==> config.mk <==
export PLATFORM = sky130hd
export DESIGN_NAME = multiturn_gear_code_align
export DESIGN_NICKNAME = d
export VERILOG_FILES = /design/src/design/mgca_pkg.sv /design/src/design/mgca_remap.sv /design/src/design/mgca_out_buf.sv /design/src/design/multiturn_gear_code_align.sv
export SDC_FILE = /design/constraint.sdc
export NUM_CORES = 1
export LEC_CHECK = 0
export BUFFER_PORTS_ARGS = -buffer_cell sky130_fd_sc_hd__buf_2
export CAP_MARGIN = 30
export CORE_ASPECT_RATIO = 0.8
export CORE_MARGIN = 4
export CORE_UTILIZATION = 57
export CTS_CLUSTER_SIZE = 24
export DETAILED_ROUTE_END_ITERATION = 7
export PLACE_DENSITY = 0.85
export RECOVER_POWER = 50
export REMOVE_ABC_BUFFERS = 1
export SYNTH_ARGS = -nofsm -noshare
export SYNTH_HDL_FRONTEND = slang
export SYNTH_SLANG_ARGS = --single-unit
==> constraint.sdc <==
create_clock -name aclk -period 4.5 [get_ports aclk]
set_input_delay 0.675 -clock aclk [delete_from_list [all_inputs] [get_ports aclk]]
set_output_delay 0.675 -clock aclk [all_outputs]
set_load 0.005 [all_outputs]
==> src/design/mgca_pkg.sv <==
package mgca_pkg;

    localparam int GEAR_COUNT = 6;
    localparam int CODE_W     = 3;
    localparam int TDATA_W    = 24;
    localparam int PAD_W      = TDATA_W - GEAR_COUNT * CODE_W;

    typedef logic [CODE_W-1:0] code_t;
    typedef code_t [GEAR_COUNT-1:0] code_vec_t;

    typedef enum logic [1:0] {
        MAP_A = 2'd0,
        MAP_B = 2'd1,
        MAP_C = 2'd2,
        MAP_D = 2'd3
    } map_sel_t;

    typedef struct packed {
        logic      half_flag;
        code_vec_t code;
    } gear_word_t;

    function automatic code_t remap(input map_sel_t sel, input code_t code);
        code_t res;
        res = code;
        case (sel)
            MAP_A: begin
                case (code)
                    3'd7:    res = 3'd5;
                    3'd4:    res = 3'd0;
                    3'd1:    res = 3'd3;
                    3'd2:    res = 3'd6;
                    default: res = code;
                endcase
            end
            MAP_B: begin
                case (code)
                    3'd5:    res = 3'd7;
                    3'd0:    res = 3'd4;
                    3'd3:    res = 3'd1;
                    3'd6:    res = 3'd2;
                    default: res = code;
                endcase
            end
            MAP_C: begin
                case (code)
                    3'd6:    res = 3'd7;
                    3'd5:    res = 3'd4;
                    3'd0:    res = 3'd1;
                    3'd3:    res = 3'd2;
                    default: res = code;
                endcase
            end
            MAP_D: begin
                case (code)
                    3'd7:    res = 3'd6;
                    3'd4:    res = 3'd5;
                    3'd1:    res = 3'd0;
                    3'd2:    res = 3'd3;
                    default: res = code;
                endcase
            end
            default: res = code;
        endcase
        return res;
    endfunction

    // middle stages pick their map by the pair the previous code falls in
    function automatic map_sel_t mid_sel(input code_t prev);
        map_sel_t sel;
        case (prev[2:1])
            2'd0:    sel = MAP_B;
            2'd1:    sel = MAP_A;
            2'd2:    sel = MAP_C;
            default: sel = MAP_D;
        endcase
        return sel;
    endfunction

    // last stage pairs: {0,4} B, {1,3} A, {2,6} D, {5,7} C
    function automatic map_sel_t last_sel(input code_t prev);
        map_sel_t sel;
        case (prev)
            3'd0, 3'd4: sel = MAP_B;
            3'd1, 3'd3: sel = MAP_A;
            3'd2, 3'd6: sel = MAP_D;
            default:    sel = MAP_C;
        endcase
        return sel;
    endfunction

endpackage

==> src/design/mgca_remap.sv <==
module mgca_remap
    import mgca_pkg::*;
(
    input  gear_word_t raw,
    output code_vec_t  fixed
);

    always_comb begin
        fixed[0] = remap(raw.half_flag ? MAP_C : MAP_A, raw.code[0]);
        for (int g = 1; g < GEAR_COUNT - 1; g++) begin
            fixed[g] = remap(mid_sel(fixed[g-1]), raw.code[g]);
        end
        fixed[GEAR_COUNT-1] = remap(last_sel(fixed[GEAR_COUNT-2]),
                                    raw.code[GEAR_COUNT-1]);
    end

endmodule

==> src/design/mgca_out_buf.sv <==
module mgca_out_buf
    import mgca_pkg::*;
(
    input  logic      aclk,
    input  logic      aresetn,
    input  logic      load_valid,
    input  code_vec_t load_word,
    output logic      load_ready,
    output logic      out_valid,
    output code_vec_t out_word,
    input  logic      out_ready
);

    logic      valid_reg;
    logic      valid_next;
    code_vec_t word_reg;

    // take a new word whenever the held one is gone or leaves this cycle
    assign load_ready = !valid_reg || out_ready;
    assign valid_next = load_ready ? load_valid : valid_reg;

    always_ff @(posedge aclk) begin
        if (!aresetn) begin
            valid_reg <= 1'b0;
        end else begin
            valid_reg <= valid_next;
        end
    end

    always_ff @(posedge aclk) begin
        if (load_ready && load_valid) begin
            word_reg <= load_word;
        end
    end

    assign out_valid = valid_reg;
    assign out_word  = word_reg;

endmodule

==> src/design/multiturn_gear_code_align.sv <==
// Path: a word accepted on s_ passes through the input register and the remap chain,
// then appears on m_ from the result register.
// Throughput: one word per cycle; s_tready drops only while both registers hold
// words and m_tready is low.
// Reset: aresetn low clears both valid flags; payload registers are not reset.
module multiturn_gear_code_align
    import mgca_pkg::*;
(
    input  logic               aclk,
    input  logic               aresetn,
    input  logic               s_tvalid,
    output logic               s_tready,
    input  logic [TDATA_W-1:0] s_tdata,  // gear_code_0 .. gear_code_5, 3 bits each, zero pad
    input  logic               s_tuser,  // half_turn_flag
    output logic               m_tvalid,
    input  logic               m_tready,
    output logic [TDATA_W-1:0] m_tdata   // fixed_code_0 .. fixed_code_5, 3 bits each, zero pad
);

    logic       in_valid_reg;
    logic       in_valid_next;
    gear_word_t in_word_reg;
    gear_word_t in_word;
    code_vec_t  fixed;
    code_vec_t  out_word;
    logic       out_ready;

    assign in_word.half_flag = s_tuser;
    assign in_word.code      = s_tdata[GEAR_COUNT*CODE_W-1:0];

    // advance the input stage when empty or when the result stage takes it
    assign s_tready      = !in_valid_reg || out_ready;
    assign in_valid_next = s_tready ? s_tvalid : in_valid_reg;

    always_ff @(posedge aclk) begin
        if (!aresetn) begin
            in_valid_reg <= 1'b0;
        end else begin
            in_valid_reg <= in_valid_next;
        end
    end

    always_ff @(posedge aclk) begin
        if (s_tvalid && s_tready) begin
            in_word_reg <= in_word;
        end
    end

    mgca_remap u_remap (
        .raw   (in_word_reg),
        .fixed (fixed)
    );

    mgca_out_buf u_out_buf (
        .aclk       (aclk),
        .aresetn    (aresetn),
        .load_valid (in_valid_reg),
        .load_word  (fixed),
        .load_ready (out_ready),
        .out_valid  (m_tvalid),
        .out_word   (out_word),
        .out_ready  (m_tready)
    );

    assign m_tdata = {{PAD_W{1'b0}}, out_word};

`ifndef SYNTH
    a_accept_fills_input: assert property (@(posedge aclk) disable iff (!aresetn)
        s_tvalid && s_tready |=> in_valid_reg)
        else $error("accepted word did not reach the input register");

    a_input_moves_on: assert property (@(posedge aclk) disable iff (!aresetn)
        in_valid_reg && out_ready |=> m_tvalid)
        else $error("input word dropped on its way to the result register");

    a_full_stall_blocks: assert property (@(posedge aclk) disable iff (!aresetn)
        in_valid_reg && m_tvalid && !m_tready |-> !s_tready)
        else $error("input accepted while both stages are full and stalled");

    a_first_gear_map: assert property (@(posedge aclk) disable iff (!aresetn)
        in_valid_reg && out_ready |=>
            out_word[0] == remap($past(in_word_reg.half_flag) ? MAP_C : MAP_A,
                                 $past(in_word_reg.code[0])))
        else $error("gear 0 result does not follow the half flag map");
`endif

endmodule

-- Word level (Yosys, flattened, before mapping)
Cells that the tools add are included.
- eq/ne operators: 73
- mux-type cells: 36
- reduce and logical (&&, ||, !) cells: 26
- operators with widths (operator ; number):
    $pmux W3 S4 ; 30
    $eq A3 B3 Y1 const B ; 26
    $eq A3 B2 Y1 const B ; 14
    $eq A2 B2 Y1 const B ; 16
    $pmux W2 S3 ; 5
    $eq A3 B1 Y1 const B ; 7
    $logic_not A3 Y1 ; 7
    $eq A2 B1 Y1 const B ; 10
    $logic_not A2 Y1 ; 10
    $reduce_or A2 Y1 ; 3
    $logic_and A1 B1 Y1 ; 2
    $logic_not A1 Y1 ; 2
    $logic_or A1 B1 Y1 ; 2
    $mux W2 ; 1
- register bits after elaboration: 39
- input bits: 29
- output and inout port bits: 26
- logic and storage cells: 150

-- Longest topological paths before layout
Gate-level depths: netlist (run 1).
- depth after elaboration: 24
- depth in mapped cells: 13
- mapped depth without buffers: 11

-- By module
A second synthesis (run 1) with hierarchy kept.
- cell total of the unflattened synthesis: 180
- area, all modules: 2272.2 µm²
- by module, submodules not included (module ; times used ; cells an instance ; area an instance (µm²) ; sequential area each (µm²)):
    mgca_remap ; 1 ; 126 ; 997.2 ; 0.0
    multiturn_gear_code_align ; 1 ; 31 ; 676.9 ; 590.6
    mgca_out_buf ; 1 ; 23 ; 598.1 ; 560.5

-- Worst setup path after synthesis (run 1)
Ideal clock, no wire load.
- path kind: flip-flop to flip-flop
- start point: reg in_word_reg[0] (netlist name)
- end point: reg u_out_buf.word_reg (netlist bit u_out_buf.out_word[17]), data pin
- library setup time: 0.261 ns
- arrival time: 2.649 ns
- data required time: 4.239 ns
- setup slack: 1.590 ns
- stages on the path, launching flop included: 13
- path buffers: 1
- period minus slack after synthesis: 2.910 ns
- path through: edfxtp_1 > or3b_4 > and3b_4 > and3_4 > o31a_1 > a21oi_4 > inv_2 > o21ai_2 > and2_1 > buf_6 > o21ai_2 > o21ba_1 > a311o_1
- RTL lines (what ; RTL line ; source):
    start, declared ; multiturn_gear_code_align.sv:22 ; gear_word_t in_word_reg;
    start signal, assigned ; multiturn_gear_code_align.sv:45 ; in_word_reg <= in_word;
    end signal, assigned ; mgca_out_buf.sv:32 ; word_reg <= load_word;
    end, declared ; mgca_out_buf.sv:16 ; code_vec_t word_reg;

==> flow_metrics.tcl, run 1 <==
set metrics [dict create \
    n_fill_cell 261 \
    setup-tns-final_ns 0 \
    path_cells "o21ai_0 > nand3b_1 > a211oi_1 > nor2_1 > or3_1 > nand4_1 > and2_1 > o21ai_2 > o21ba_1 > a311o_1" \
    async_reset_ff_frac 0 \
    start_util 0.611 \
    final_common_cell "buf_2" \
    area_growth_pct 15.8 \
    yosysSeqAreaShare 0.536 \
    clock.fmax_ghz 0.302 \
    clk_pin_slew_worst_paths_ns 0.08 \
    vdd_drop_max_uv 245 \
    timing.final.crit_share 0.737 \
    die_x_um 76.6 \
    crit_required_ns 4.54 \
    clk_latency_ns 0.29 \
    wl_per_cell_um 14.2 \
    pin_count 55 \
    post_cts_buffers 0 \
    grt_pass1_vias 1493 \
    fin_cells 281 \
    cts_buffer_depth 2 \
    htree_levels 2 \
    final_max_slew_viol_count 0 \
    synth_top_area_frac 0.517 \
    antenna_found_initial 0 \
    leakage_nw 0.973 \
    dp.cells 273 \
    synth_seq_cells 39 \
    hold_violations 0 \
    r2r_cells 10 \
    n_antenna_cell 0 \
    first_pass_iters 5 \
    fin_util 0.707 \
    period_needed_ns 3.31 \
    synth-edff-count 37 \
    final_cell_mix "buf_2, edfxtp_1, nand2_1, o21ai_0, inv_1" \
    regArea_um2 1150 \
    ys_warn_count 0 \
    rsz0062_at_grt "no" \
    numCtsBuffers 5 \
    cts.sinks 39 \
    netlist_area_um2 2150 \
    cap_viol_max_count 0 \
    ant_nets 0 \
    relSlewSlack 0.330 \
    cp_slowest_cell "edfxtp_1" \
    status "complete, no violations" \
    place_ws_ns 1.27 \
    wl_mm 3.98 \
    finalNetCount 267 \
    gp_congestion 0.876 \
    fp.dieArea_um2 4820 \
    hpwl_mm 3.02 \
    portBuffers 42 \
    cpLargestDelayFamily "compound AO/OA/AOI/OAI gates" \
    synth_cells 192 \
    slowest_delay_ns 0.43 \
    rows 19 \
    multi_input_area_um2 911 \
    grt_overflow 0 \
    cts_resized 0 \
    synth_cell_types 60 \
    grt_max_degree 20 \
    cts_tree "done" \
    hold_path_depth 1 \
    viasPerCell 5.74 \
    cp.depth 10 \
    core_area_um2 3520 \
    root_buffer "clkbuf_8" \
    synth_area_leaders "edfxtp_1, nand2_1, nor2b_1, o21ai_0, buf_4" \
    synth_top_area_cell "edfxtp_1" \
    hp-class "flop to flop" \
    setup_violations 0 \
    grt_pass1_wl_mm 6.86 \
    largest_reg_flops 19 \
    postCtsHoldBufs 0 \
    cp.arrival_ns 3.36 \
    cp.buffers_inverters 0 \
    critPathKind "flop to flop" \
    p_per_area_nw_per_um2 357 \
    fin_skew_ns 0.00496 \
    die_h_um 62.9 \
    endpoint_kind "flop" \
    drive_gt1_frac 0.268 \
    setup_slack_ns 1.19 \
    crit_path_start_kind "flop" \
    avgSynthCellArea_um2 11.2 \
    critPathMaxFanout 7 \
    worst_pin_slew_ns 1.01 \
    grt_use_total 0.179 \
    vias 1613 \
    drt_iter0_markers 204 \
    synth_flop_cell "edfxtp_1" \
    drcViolationCount 0 \
]
cell families after synthesis:
kind of cell | count (synthesis) | share of synthesized area
buffers and inverters | 20 | 0.0489
AO/OA/AOI/OAI | 54 | 0.189
XOR/XNOR | 5 | 0.0204
AND/OR/NAND/NOR | 71 | 0.194
other | 1 | 0.00175
flip-flops | 39 | 0.536
multiplexers | 2 | 0.0105
stage by stage:
step | hold slack [ns] | power (mW) | instance area (um2)
finish | 0.520 | 0.888 | 2490
global placement | 0.505 | 0.584 | 2370
CTS | 0.527 | 0.891 | 2490
floorplan | 0.477 | 0.547 | 2100
detailed placement | 0.501 | 0.590 | 2370
global route | 0.539 | 0.932 | 2490
final timing paths:
| check | slack (ns) | from | endpoint |
|---|---|---|---|
| max | 1.19 | in_word_reg[18] | u_out_buf.out_word[17] |
| min | 0.52 | in_valid_reg | u_out_buf.out_valid |
| min reg2reg | 0.52 | in_valid_reg | u_out_buf.out_valid |
| max reg2reg | 1.19 | in_word_reg[18] | u_out_buf.out_word[17] |
layout make-up:
cell class	count	area share
Clock buffer	6	0.0332
Clock inverter	2	0.0156
Inverter	11	0.0166
Multi-Input combinational cell	138	0.366
Sequential cell	39	0.463
Tap cell	42	0.0211
Timing Repair Buffer	43	0.0845
cell usage after synthesis, drive strengths merged (3+ instances only):
| master | instances |
|---|---|
| o21ai | 12 |
| and3 | 3 |
| or2 | 3 |
| nor2b | 8 |
| nand3 | 4 |
| inv | 11 |
| nand2 | 16 |
| nand2b | 6 |
| nor3 | 6 |
| a21oi | 9 |
| buf | 7 |
| and2 | 6 |
| nor2 | 9 |
| edfxtp | 37 |
| a211oi | 5 |
| xnor2 | 5 |
routing by layer:
metal,GRT usage,part of all wire,up-vias
met5,0,0,-
met4,0.0543,0.011,0
met3,0.0663,0.099,5
met2,0.279,0.46,74
met1,0.233,0.43,730
li1,-,-,804
worst reg2reg max path: stages (launching register included):
cell and delay, ns:
edfxtp_1 0.43, o21ai_0 0.40, nand3b_1 0.19, a211oi_1 0.38, nor2_1 0.18, or3_1 0.38, nand4_1 0.17, and2_1 0.31
o21ai_2 0.14, o21ba_1 0.18, a311o_1 0.31
power breakdown:
| group | internal (mW) | leakage [nW] | total, mW | switching [mW] |
|---|---|---|---|---|
| sequential | 0.427 | 0.371 | 0.445 | 0.0183 |
| combinational | 0.0617 | 0.540 | 0.138 | 0.0759 |
| clock | 0.182 | 0.0618 | 0.305 | 0.123 |
| total | 0.671 | 0.973 | 0.888 | 0.217 |
No activity file was read; power rests on OpenSTA's default activity.
==> run 2, diff against run 1 <==
--- a/config.mk
+++ b/config.mk
@@ -9,10 +9,10 @@
 export CAP_MARGIN = 30
 export CORE_ASPECT_RATIO = 0.8
 export CORE_MARGIN = 4
-export CORE_UTILIZATION = 57
+export CORE_UTILIZATION = 53
 export CTS_CLUSTER_SIZE = 24
 export DETAILED_ROUTE_END_ITERATION = 7
-export PLACE_DENSITY = 0.85
+export PLACE_DENSITY = 0.8
 export RECOVER_POWER = 50
 export REMOVE_ABC_BUFFERS = 1
 export SYNTH_ARGS = -nofsm -noshare
==> constraint.sdc (replaced) <==
create_clock -name aclk -period 3.45 [get_ports aclk]
set_input_delay 0.5175 -clock aclk [delete_from_list [all_inputs] [get_ports aclk]]
set_output_delay 0.5175 -clock aclk [all_outputs]
set_load 0.005 [all_outputs]
==> run 2 against run 1 <==
  * Clock skew about the same
  * First-iteration DRC count is 30% lower
  * Die area grew 6.7%
  * Largest cell class unchanged
  * Cell area shrank 0.10%
  * Combinational power up 31%
  * Highest routed layer unchanged
  * Final cell count grew 5.0%
==> flow_metrics.tcl, run 2 (synthesis gave the netlist of run 1 again) <==
set metrics [dict create \
    rrSetupSlack_ns 0.24 \
    multi_input_area_um2 916 \
    fp.dieArea_um2 5140 \
    pin_count 55 \
    setup-tns-final_ns 0 \
    final_common_cell "buf_2" \
    cts_tree "done" \
    crit_path_end "u_out_buf.out_word[17]" \
    n_fill_cell 301 \
    final_max_slew_viol_count 0 \
    rows 20 \
    endpoint_kind "flop" \
    cts_buffer_depth 2 \
    cp.arrival_ns 3.26 \
    drive_gt1_frac 0.279 \
    portBuffers 42 \
    drt_iter0_markers 142 \
    reg2reg_from "in_word_reg[1]" \
    grt_pass1_wl_mm 6.49 \
    swShare 0.265 \
    htree_levels 2 \
    power.total_mw 1.06 \
    rsz0062_at_grt "no" \
    hpwl_mm 3.02 \
    n_antenna_cell 0 \
    r2r_cells 10 \
    grt_pass1_vias 1448 \
    cap_viol_max_count 0 \
    hold_path_depth 1 \
    clk_latency_ns 0.29 \
    gp_congestion 0.873 \
    crit_path_start "in_word_reg[1]" \
    regArea_um2 1150 \
    critPathKind "flop to flop" \
    p_clk_frac 0.281 \
    wl_per_cell_um 13.4 \
    cts.sinks 39 \
    grt_overflow 0 \
    die_x_um 79.2 \
    period_needed_ns 3.21 \
    viasPerCell 5.47 \
    status "complete, no violations" \
    final_cell_mix "buf_2, edfxtp_1, nand2_1, inv_1, nor2_1" \
    relSlewSlack 0.334 \
    wl_mm 3.95 \
    seqPwrFrac 0.548 \
    ant_nets 0 \
    hold_violations 0 \
    critPathMaxFanout 7 \
    timing.final.crit_share 0.931 \
    p_int_mw 0.779 \
    largest_reg_flops 19 \
    r2r-end "u_out_buf.out_word[17]" \
    root_buffer "clkbuf_8" \
    vdd_drop_max_uv 336 \
    first_pass_iters 4 \
    hp-start "s_tdata[11]" \
    worst_pin_slew_ns 1.00 \
    setup_violations 0 \
    clk_pin_slew_worst_paths_ns 0.07 \
    finalNetCount 268 \
    crit_required_ns 3.49 \
    vias 1614 \
    grt_max_degree 20 \
    clock.fmax_ghz 0.311 \
    crit_path_start_kind "flop" \
    die_h_um 64.9 \
    hp-class "input pin to flop" \
    p_per_area_nw_per_um2 426 \
    leakage_nw 0.961 \
    core_area_um2 3850 \
    fin_skew_ns 0.00494 \
    p_switching_mw 0.280 \
    start_util 0.557 \
    combPwrFrac 0.171 \
    antenna_found_initial 0 \
    numCtsBuffers 5 \
    area_growth_pct 15.7 \
    grt_use_total 0.162 \
    drcViolationCount 0 \
]
-- run 2: critical path, cell delays in order (launching register included) --
cell      delay, ns
edfxtp_1       0.44
or3b_4         0.44
and3_1         0.23
and4_1         0.20
nor3_2         0.33
a41oi_1        0.20
nand4_1        0.20
and2_1         0.31
o21ai_2        0.13
o21ba_1        0.18
a311o_1        0.30
-- run 2: per-stage QoR --
step	worst slack [ns]	utilization	hold slack (ns)	instances	cell area (um2)
2_1_floorplan	0.527	-	0.477	188	2100
3_3_place_gp	0.300	0.622	0.506	287	2400
3_5_place_dp	0.267	0.622	0.542	287	2400
4_1_cts	0.245	0.645	0.387	295	2490
5_1_grt	0.0151	0.645	0.377	295	2480
6_report	0.237	0.645	0.399	295	2480
-- run 2: area by class of cell --
type | count | area share
clock buffers | 5 | 0.0277
clock inverters | 3 | 0.00806
inverters | 11 | 0.0166
multi-input cells | 138 | 0.369
flip-flops and latches | 39 | 0.463
well taps | 55 | 0.0277
repair buffers | 44 | 0.0881
-- run 2: worst min path at each step --
stage | slack, ns | endpoint
final | 0.40 | in_word_reg[11]
after detailed placement | 0.54 | u_out_buf.out_valid
after global routing | 0.38 | in_word_reg[16]
after global placement | 0.51 | u_out_buf.out_valid
after CTS | 0.39 | in_word_reg[11]
after floorplan | 0.48 | u_out_buf.out_valid
-- run 2: metal layers --
metal | vias up | global-route usage | part of all wire
li1 | 807 | - | -
met1 | 714 | 0.224 | 0.45
met2 | 88 | 0.236 | 0.43
met3 | 5 | 0.0569 | 0.12
met4 | 0 | 0.0579 | 0.0073
met5 | - | 0 | 0
-- run 2: what timing repair did --
| action | 4_1_cts | 5_1_grt |
|---|---|---|
| hold buffers | 0 | 0 |
| gates resized for setup | 0 | 3 |
| endpoints found under the setup margin | 0 | 2 |
| setup buffers | 0 | 0 |
-- run 2: power by group through the flow --
stage               clock (mW)  sequential [mW]  combinational [mW]
CTS                      0.305            0.580               0.181
detailed placement           0            0.590               0.180
floorplan                    0            0.587               0.127
finish                   0.297            0.581               0.181
global route             0.325            0.584               0.203
global placement             0            0.589               0.175
